`src/tpa_pkg.sv`:
```
`default_nettype none
package tpa_pkg;

	localparam logic [15:0] RESTART_INDEX  = 16'hFFFF;
	localparam logic [16:0] COUNT_RESET    = 17'h10000;
	localparam logic [16:0] COUNT_MASK     = 17'h1FFFF;
	localparam int          PADDR_W        = 3;
	// register index is paddr[2]; low address bits are ignored
	localparam logic        REG_VERTEX_COUNT = 1'b0;

	typedef struct packed {
		logic [15:0] index_value;
		logic        list_mode;
		logic        strip_end;
	} idx_item_t;

	typedef struct packed {
		logic [15:0] corner_a;
		logic [15:0] corner_b;
		logic [15:0] corner_c;
	} tri_item_t;

	function automatic logic triangle_ok(
		input logic [15:0] a,
		input logic [15:0] b,
		input logic [15:0] c,
		input logic [16:0] limit
	);
		logic restart_hit;
		logic repeat_hit;
		logic bound_hit;
		restart_hit = (a == RESTART_INDEX) || (b == RESTART_INDEX) || (c == RESTART_INDEX);
		repeat_hit  = (a == b) || (b == c) || (a == c);
		bound_hit   = ({1'b0, a} >= limit) || ({1'b0, b} >= limit) || ({1'b0, c} >= limit);
		return !(restart_hit || repeat_hit || bound_hit);
	endfunction

endpackage
`default_nettype wire

```
`src/tpa_cfg.sv`:
```
`default_nettype none
module tpa_cfg
	import tpa_pkg::*;
(
	input  wire logic               clk,
	input  wire logic               arst_n,
	input  wire logic               psel,
	input  wire logic               penable,
	input  wire logic               pwrite,
	input  wire logic [PADDR_W-1:0] paddr,
	input  wire logic [31:0]        pwdata,
	output logic [31:0]             prdata,
	output logic                    pready,
	output logic [16:0]             vertex_count
);

	logic [16:0] vertex_count_q;
	logic        wr_en;

	assign pready = 1'b1;
	assign wr_en  = psel && penable && pwrite && pready;

	always_ff @(posedge clk or negedge arst_n) begin
		if (!arst_n) begin
			vertex_count_q <= COUNT_RESET;
		end else if (wr_en && (paddr[2] == REG_VERTEX_COUNT)) begin
			vertex_count_q <= pwdata[16:0] & COUNT_MASK;
		end
	end

	always_comb begin
		unique case (paddr[2])
			REG_VERTEX_COUNT: prdata = {15'd0, vertex_count_q};
			default:          prdata = 32'd0;
		endcase
	end

	assign vertex_count = vertex_count_q;

endmodule
`default_nettype wire

```
`src/tpa_window.sv`:
```
`default_nettype none
module tpa_window
	import tpa_pkg::*;
(
	input  wire logic        clk,
	input  wire logic        arst_n,
	input  wire logic        accept,
	input  wire idx_item_t   item,
	input  wire logic [16:0] vertex_count,
	output logic             emit,
	output tri_item_t        tri_out
);

	logic [15:0] older_q;
	logic [15:0] newer_q;
	logic [1:0]  fill_q;
	logic        odd_q;

	logic [15:0] older_d;
	logic [15:0] newer_d;
	logic [1:0]  fill_d;
	logic        odd_d;
	logic [15:0] a;
	logic [15:0] b;
	logic        formed;
	logic        full;

	assign full = (fill_q >= 2'd2);

	always_comb begin
		older_d = older_q;
		newer_d = newer_q;
		fill_d  = fill_q;
		odd_d   = odd_q;
		a       = older_q;
		b       = newer_q;
		formed  = 1'b0;

		if (item.list_mode) begin
			if (full) begin
				formed = 1'b1;
				fill_d = 2'd0;
			end else begin
				older_d = newer_q;
				newer_d = item.index_value;
				fill_d  = fill_q + 2'd1;
			end
		end else if (item.index_value == RESTART_INDEX) begin
			fill_d = 2'd0;
			odd_d  = 1'b0;
		end else begin
			if (full) begin
				formed = 1'b1;
				// odd windows swap the first two corners to keep winding
				if (odd_q) begin
					a = newer_q;
					b = older_q;
				end
				odd_d = ~odd_q;
			end else begin
				fill_d = fill_q + 2'd1;
			end
			older_d = newer_q;
			newer_d = item.index_value;
		end

		if (item.strip_end) begin
			older_d = 16'd0;
			newer_d = 16'd0;
			fill_d  = 2'd0;
			odd_d   = 1'b0;
		end
	end

	always_ff @(posedge clk or negedge arst_n) begin
		if (!arst_n) begin
			older_q <= 16'd0;
			newer_q <= 16'd0;
			fill_q  <= 2'd0;
			odd_q   <= 1'b0;
		end else if (accept) begin
			older_q <= older_d;
			newer_q <= newer_d;
			fill_q  <= fill_d;
			odd_q   <= odd_d;
		end
	end

	assign emit             = accept && formed &&
	                          triangle_ok(a, b, item.index_value, vertex_count);
	assign tri_out.corner_a = a;
	assign tri_out.corner_b = b;
	assign tri_out.corner_c = item.index_value;

endmodule
`default_nettype wire

```
`src/tpa_out_reg.sv`:
```
`default_nettype none
module tpa_out_reg
	import tpa_pkg::*;
(
	input  wire logic      clk,
	input  wire logic      arst_n,
	input  wire logic      push,
	input  wire tri_item_t push_item,
	output logic           room,
	output logic           out_valid,
	input  wire logic      out_ready,
	output tri_item_t      out_item
);

	logic      main_valid_q;
	logic      skid_valid_q;
	tri_item_t main_q;
	tri_item_t skid_q;
	logic      pop;

	assign pop  = main_valid_q && out_ready;
	assign room = !skid_valid_q;

	always_ff @(posedge clk or negedge arst_n) begin
		if (!arst_n) begin
			main_valid_q <= 1'b0;
			skid_valid_q <= 1'b0;
		end else begin
			if (push) begin
				if (main_valid_q && !pop) begin
					skid_valid_q <= 1'b1;
				end else begin
					main_valid_q <= 1'b1;
				end
			end else if (pop) begin
				// skid item moves up, else the output empties
				main_valid_q <= skid_valid_q;
				skid_valid_q <= 1'b0;
			end
		end
	end

	always_ff @(posedge clk) begin
		if (push) begin
			if (main_valid_q && !pop) begin
				skid_q <= push_item;
			end else begin
				main_q <= push_item;
			end
		end else if (pop && skid_valid_q) begin
			main_q <= skid_q;
		end
	end

	assign out_valid = main_valid_q;
	assign out_item  = main_q;

endmodule
`default_nettype wire

```
`src/triangle_primitive_assembler.sv`:
```
// channel   dir  handshake              payload
// idx       in   idx_valid/idx_ready    idx_item   (index_value, list_mode, strip_end)
// tri       out  tri_valid/tri_ready    tri_item   (corner_a, corner_b, corner_c)
// apb       in   psel/penable/pready    paddr, pwdata, prdata (vertex_count at 0x0)
//
// One index item per cycle while idx_ready is high; each triangle is registered before it leaves.
// The window registers update at accept; the triangle checks run between them
// and the output register. A one-entry skid behind the output register takes one triangle
// while the output stalls, so idx_ready drops only while the skid holds an item.
// Reset clears the window, parity and both output slots; vertex_count resets to 65536.
`default_nettype none
module triangle_primitive_assembler
	import tpa_pkg::*;
(
	input  wire logic               clk,
	input  wire logic               arst_n,
	input  wire logic               idx_valid,
	output logic                    idx_ready,
	input  wire idx_item_t          idx_item,
	output logic                    tri_valid,
	input  wire logic               tri_ready,
	output tri_item_t               tri_item,
	input  wire logic               psel,
	input  wire logic               penable,
	input  wire logic               pwrite,
	input  wire logic [PADDR_W-1:0] paddr,
	input  wire logic [31:0]        pwdata,
	output logic [31:0]             prdata,
	output logic                    pready
);

	logic [16:0] vertex_count;
	logic        accept;
	logic        emit;
	logic        room;
	tri_item_t   tri_new;

	assign idx_ready = room;
	assign accept    = idx_valid && idx_ready;

	tpa_cfg u_cfg (
		.clk          (clk),
		.arst_n       (arst_n),
		.psel         (psel),
		.penable      (penable),
		.pwrite       (pwrite),
		.paddr        (paddr),
		.pwdata       (pwdata),
		.prdata       (prdata),
		.pready       (pready),
		.vertex_count (vertex_count)
	);

	tpa_window u_window (
		.clk          (clk),
		.arst_n       (arst_n),
		.accept       (accept),
		.item         (idx_item),
		.vertex_count (vertex_count),
		.emit         (emit),
		.tri_out      (tri_new)
	);

	tpa_out_reg u_out (
		.clk       (clk),
		.arst_n    (arst_n),
		.push      (emit),
		.push_item (tri_new),
		.room      (room),
		.out_valid (tri_valid),
		.out_ready (tri_ready),
		.out_item  (tri_item)
	);

endmodule
`default_nettype wire

```
`config.mk`:
```
export PLATFORM = sky130hd
export DESIGN_NAME = triangle_primitive_assembler
export DESIGN_NICKNAME = d
export VERILOG_FILES = /design/src/tpa_pkg.sv /design/src/tpa_cfg.sv /design/src/tpa_window.sv /design/src/tpa_out_reg.sv /design/src/triangle_primitive_assembler.sv
export SDC_FILE = /design/constraint.sdc
export NUM_CORES = 1
export LEC_CHECK = 0
export ABC_CLOCK_PERIOD_IN_PS = 12800
export BUFFER_PORTS_ARGS = -buffer_cell sky130_fd_sc_hd__buf_2
export CORE_UTILIZATION = 60
export CTS_CLUSTER_SIZE = 24
export DETAILED_ROUTE_END_ITERATION = 16
export HOLD_SLACK_MARGIN = 0.03
export PLACE_DENSITY_LB_ADDON = 0.08
export SYNTH_ARGS = -nofsm -noshare
export SYNTH_HDL_FRONTEND = slang
export SYNTH_HIERARCHICAL = 1
export SYNTH_SLANG_ARGS = --single-unit
```
`constraint.sdc`:
```
create_clock -name clk -period 12.8 [get_ports clk]
set_input_delay 1.28 -clock clk [delete_from_list [all_inputs] [get_ports clk]]
set_output_delay 1.28 -clock clk [all_outputs]
set_load 0.02 [all_outputs]
```
After elaboration in Yosys (flattened, before gate mapping)
Cells that the tools add are included.

Register bits after elaboration: 150. Bits in latches: 0. Bits in writable memories: 0. Memory bits (read-only): 0. Input bits: 60. Output and inout bits: 83. Logic and storage cells: 100. Memories: 0.

$add $sub $neg: 1. Multipliers: 0. Div/mod/pow operators: 0. Magnitude comparators: 4. Eq/ne operators: 12. Shift-type cells: 0. Multiplexer cells: 38. Bitwise operators: 2. Reduce and logical (&&, ||, !) cells: 30.

Operators by type and width (number): 16-bit 2-to-1 mux (16); 48-bit 2-to-1 mux (3); 16-bit by 17-bit greater-or-equal comparator with 1-bit output (3); 16-bit == test (3); 16-bit == test (second input constant) (3); 17-bit 2-to-1 mux (1); 1-bit 2-to-1 mux (13); 2-bit 2-to-1 mux (5); 2-bit AND reduction (5); 1-bit logical AND (9); 1-bit logical OR (8); 3-bit != test (second input constant) (2); 3-bit AND reduction (2); 2-bit != test (second input constant) (2); 4-bit != test (second input constant) (1); 2-bit nonzero test (2); 1-bit zero test (3); 3-bit nonzero test (1); 2-bit by 1-bit adder with 2-bit output (second input constant) (1); 2-bit greater-or-equal comparator (second input constant) (1); 2-bit by 1-bit != test with 1-bit output (second input constant) (1); 1-bit NOT (2).

Logic depth before layout (Yosys ltp)
Depth after elaboration: 13. Mapped depth: 22. Gate-level depth less buffers: 17.

Hierarchy
The synthesis kept the hierarchy.

Modules (own cells, without submodules): tpa_window (instances 1, cells an instance 479, area each 4022.6 µm², seq. area each 875.8 µm²); tpa_out_reg (instances 1, cells an instance 163, area each 3801.1 µm², seq. area each 2932.8 µm²); tpa_cfg (instances 1, cells an instance 72, area each 937.1 µm², seq. area each 426.7 µm²); triangle_primitive_assembler (instances 1, cells an instance 1, area each 6.3 µm², seq. area each 0.0 µm²).

Worst setup path before layout
Ideal clock, no wire load.

Path kind: input -> register. Start point: in idx_item[1] (netlist name). End point: reg u_out.main_q (netlist bit u_out/out_item[0]), enable pin. Setup time: 0.454 ns. Data arrival time: 6.860 ns. Data required time: 12.346 ns. Path slack: 5.487 ns. Cell stages on the path: 18. Buffers on the path: 6. Cells stage by stage: buf_1 > nor4_2 > buf_6 > buf_6 > clkbuf_1 > mux2_2 > ha_1 > nand4_1 > nor4_1 > a2111oi_0 > nand3_1 > a2111oi_0 > a21oi_1 > nor3_2 > buf_6 > buf_6 > a21oi_1 > nor2_1.

RTL lines: start: declaration (line triangle_primitive_assembler.sv:19) `input wire idx_item_t idx_item,`; end signal: assignment (line tpa_out_reg.sv:48) `main_q <= push_item;`; end signal: assignment (line tpa_out_reg.sv:51) `main_q <= skid_q;`; end: declaration (line tpa_out_reg.sv:17) `tri_item_t main_q;`.

==> flow_summary.json <==
{
  "io_pins": 143,
  "clock_skew_ns": 0.007413,
  "antenna_left": 0,
  "drc_errors": 0,
  "total_power_mw": 1.532,
  "final_area_um2": 9774,
  "antenna_found_initial": 0,
  "crit_required_ns": 12.86,
  "cts_tree": "done",
  "setup_viol": 0,
  "async_reset_ff_frac": 0.3600,
  "grt-ovfl-total": 0,
  "instances_no_fill": 986,
  "status": "completed",
  "worst_slack_ns": 5.457,
  "place_area_um2": 9173,
  "synth_seq_cells": 150,
  "dp_hpwl_mm": 15.59,
  "drt-pass1-iter-count": 6,
  "diodes": 0,
  "layout_commonest_cell": "buf_2",
  "hold_violations": 0,
  "clock_sinks": 150,
  "rsz0062_at_grt": "false",
  "drv_slew": 0,
  "synth-edff-count": 96,
  "ys.warnings.count": 6,
  "dp.cells": 954,
  "dieArea_um2": 15100,
  "fin_crit_sh": 0.5737,
  "crit_path_start_kind": "primary input",
  "power_density_nw_per_um2": 156.7,
  "gr-usage-all-layers": 0.3076,
  "gp_congestion": 0.9696,
  "cts_made_buffers": 17,
  "yosysSeqAreaShare": 0.4831,
  "synth.distinct_cells": 57,
  "cts_resized": 0,
  "start_util": 0.6243,
  "root_buffer": "clkbuf_16",
  "port_buffers": 109,
  "end_kind": "flip-flop",
  "pre_cts_ws_ns": 5.248,
  "core_um2": 14040,
  "grt_pass1_vias": 5758,
  "synthToLayoutAreaGrowth_pct": 11.49,
  "slew_headroom": 0.2069,
  "wl_mm": 21.87,
  "die_x_um": 122.9,
  "grt_start_max_net_pins": 65,
  "rows": 43,
  "p_leak_nw": 4.299,
  "viasPerCell": 6.020,
  "ys_top_cells_by_area": "edfxtp_1 (33%), dfrtp_1 (15%), mux2_4 (9.9%)",
  "fin_util": 0.6961,
  "holdCritPathClass": "flip-flop to flip-flop",
  "chipHeight_um": 122.9,
  "dr.first_iter.drc_count": 414,
  "insertion_delay_ns": 0.43,
  "cts.clk_slew.worst_paths_ns": 0.06,
  "grt_pass1_wl_mm": 33.38,
  "fin_nets": 904,
  "drv_cap": 0,
  "drive_gt1_frac": 0.3089,
  "synthesis.area_um2": 8767,
  "fill_cells": 1008,
  "multiInputGateArea_um2": 4005,
  "most-common-layout-cells": "buf_2 (109), edfxtp_1 (96), mux2_4 (58)",
  "wl_per_cell_um": 22.18,
  "setup_tns_ns": 0,
  "met1_usage": 0.4185,
  "critical_path_class": "primary input to flip-flop",
  "crit_arrival_ns": 7.40,
  "busiest_layer": "met2",
  "synth_top_area_frac": 0.3288,
  "met2_usage": 0.4881,
  "seq_area_um2": 4235,
  "fmax_mhz": 136.2,
  "synth_ff_type": "edfxtp_1",
  "cts_hold_buffers": 0,
  "tightestPinTransition_ns": 1.190,
  "cts_setup_buffers": 0,
  "clockBufferDepth": 2,
  "critPathMaxFanout": 51,
  "fin_crit_ns": 7.343,
  "synthCells": 715,
  "vdd_drop_max_mv": 0.09388,
  "yosys.area.top_type": "edfxtp_1",
  "use_met3": 0.06924,
  "cts_max_level": 4,
  "whs_ns": 0.5317,
  "avgSynthCellArea_um2": 12.26,
  "vias": 5936
}
cell usage after synthesis (4+ instances only):
library cell / count
o22ai_1: 4
nand2_1: 46
a21oi_1: 20
xor2_1: 33
buf_6: 5
clkbuf_1: 22
edfxtp_1: 96
dfrtp_1: 53
o21ai_0: 30
nor3_1: 5
nand3_1: 12
nor2_1: 13
inv_1: 33
nand2b_1: 27
xnor2_1: 10
and2b_1: 7
mux2_4: 58
o31ai_1: 9
nor2b_1: 13
mux2_2: 37
a21o_1: 9
nand4_1: 22
nor4_1: 11
ha_1: 51
buf_12: 4
buf_4: 33
flip-flops by register name (all words and copies together), names as in the netlist:
| name | count |
|---|---|
| u_cfg/vertex_count | 17 |
| u_out/out_item | 48 |
| u_out/out_valid | 1 |
| u_out/skid_q | 48 |
| u_out/skid_valid_q | 1 |
| u_window/fill_q | 2 |
| u_window/newer_q | 16 |
| u_window/odd_q | 1 |
| u_window/older_q | 16 |
cell type report:
class / count / share of cell area
Clock inverter: 15 / 0.01805
Inverter: 33 / 0.01267
Multi-Input combinational cell: 477 / 0.4098
Tap cell: 180 / 0.02304
Clock buffer: 17 / 0.04352
Sequential cell: 150 / 0.4333
Timing Repair Buffer: 114 / 0.05965
critical path, cell delays in order:
cell and delay (ns):
buf_2 0.30, nand4_1 0.25, nor4_4 0.58, nor4_4 0.08, buf_4 0.30, o21ai_0 0.66
ha_1 0.38, nand4_1 0.15, nor4_1 0.07, a2111oi_0 0.50, nand3_1 0.12, a2111oi_0 0.53
a21oi_1 0.30, nor3_4 0.24, buf_4 0.75, a21oi_1 0.17, nor2_4 0.12, buf_4 0.51
report_power, final:
group	total [mW]	internal (mW)	switching, mW	leakage (nW)
Sequential	0.625	0.574	0.0509	1.57
Clock	0.513	0.308	0.205	0.291
Combinational	0.393	0.162	0.231	2.44
Total	1.53	1.04	0.487	4.30
final timing paths:
| check | startpoint | endpoint | slack (ns) | cells past startpoint |
|---|---|---|---|---|
| setup reg to reg | u_window/fill_q[0] | u_out/out_item[35] | 6.48 | 18 |
| hold reg to reg | u_cfg/vertex_count[1] | u_cfg/vertex_count[1] | 0.53 | 1 |
| setup / recovery | idx_item[16] | u_out/out_item[35] | 5.46 | 18 |
| hold / removal | u_cfg/vertex_count[1] | u_cfg/vertex_count[1] | 0.53 | 1 |
| min in group asynchronous | arst_n | u_window/fill_q[1] | 0.98 | 2 |
| max in group asynchronous | arst_n | u_window/older_q[0] | 11.34 | 2 |
cells by family after synthesis:
kind of cell,count (synthesis),synth area share
AO/OA/AOI/OAI,96,0.06850
XOR/XNOR,43,0.04296
adder cells (fa/ha/maj),51,0.07278
buffers and inverters,102,0.07007
flip-flops,150,0.4831
multiplexers,96,0.1480
other,2,0.0008566
AND/OR/NAND/NOR,175,0.1137
per-layer routing:
metal	part of all wire	vias to the layer above
met5	0	-
met4	0.020	0
met3	0.071	28
met2	0.47	278
met1	0.44	2927
li1	-	2703
Note: power is estimated with default switching activity, not from simulation.
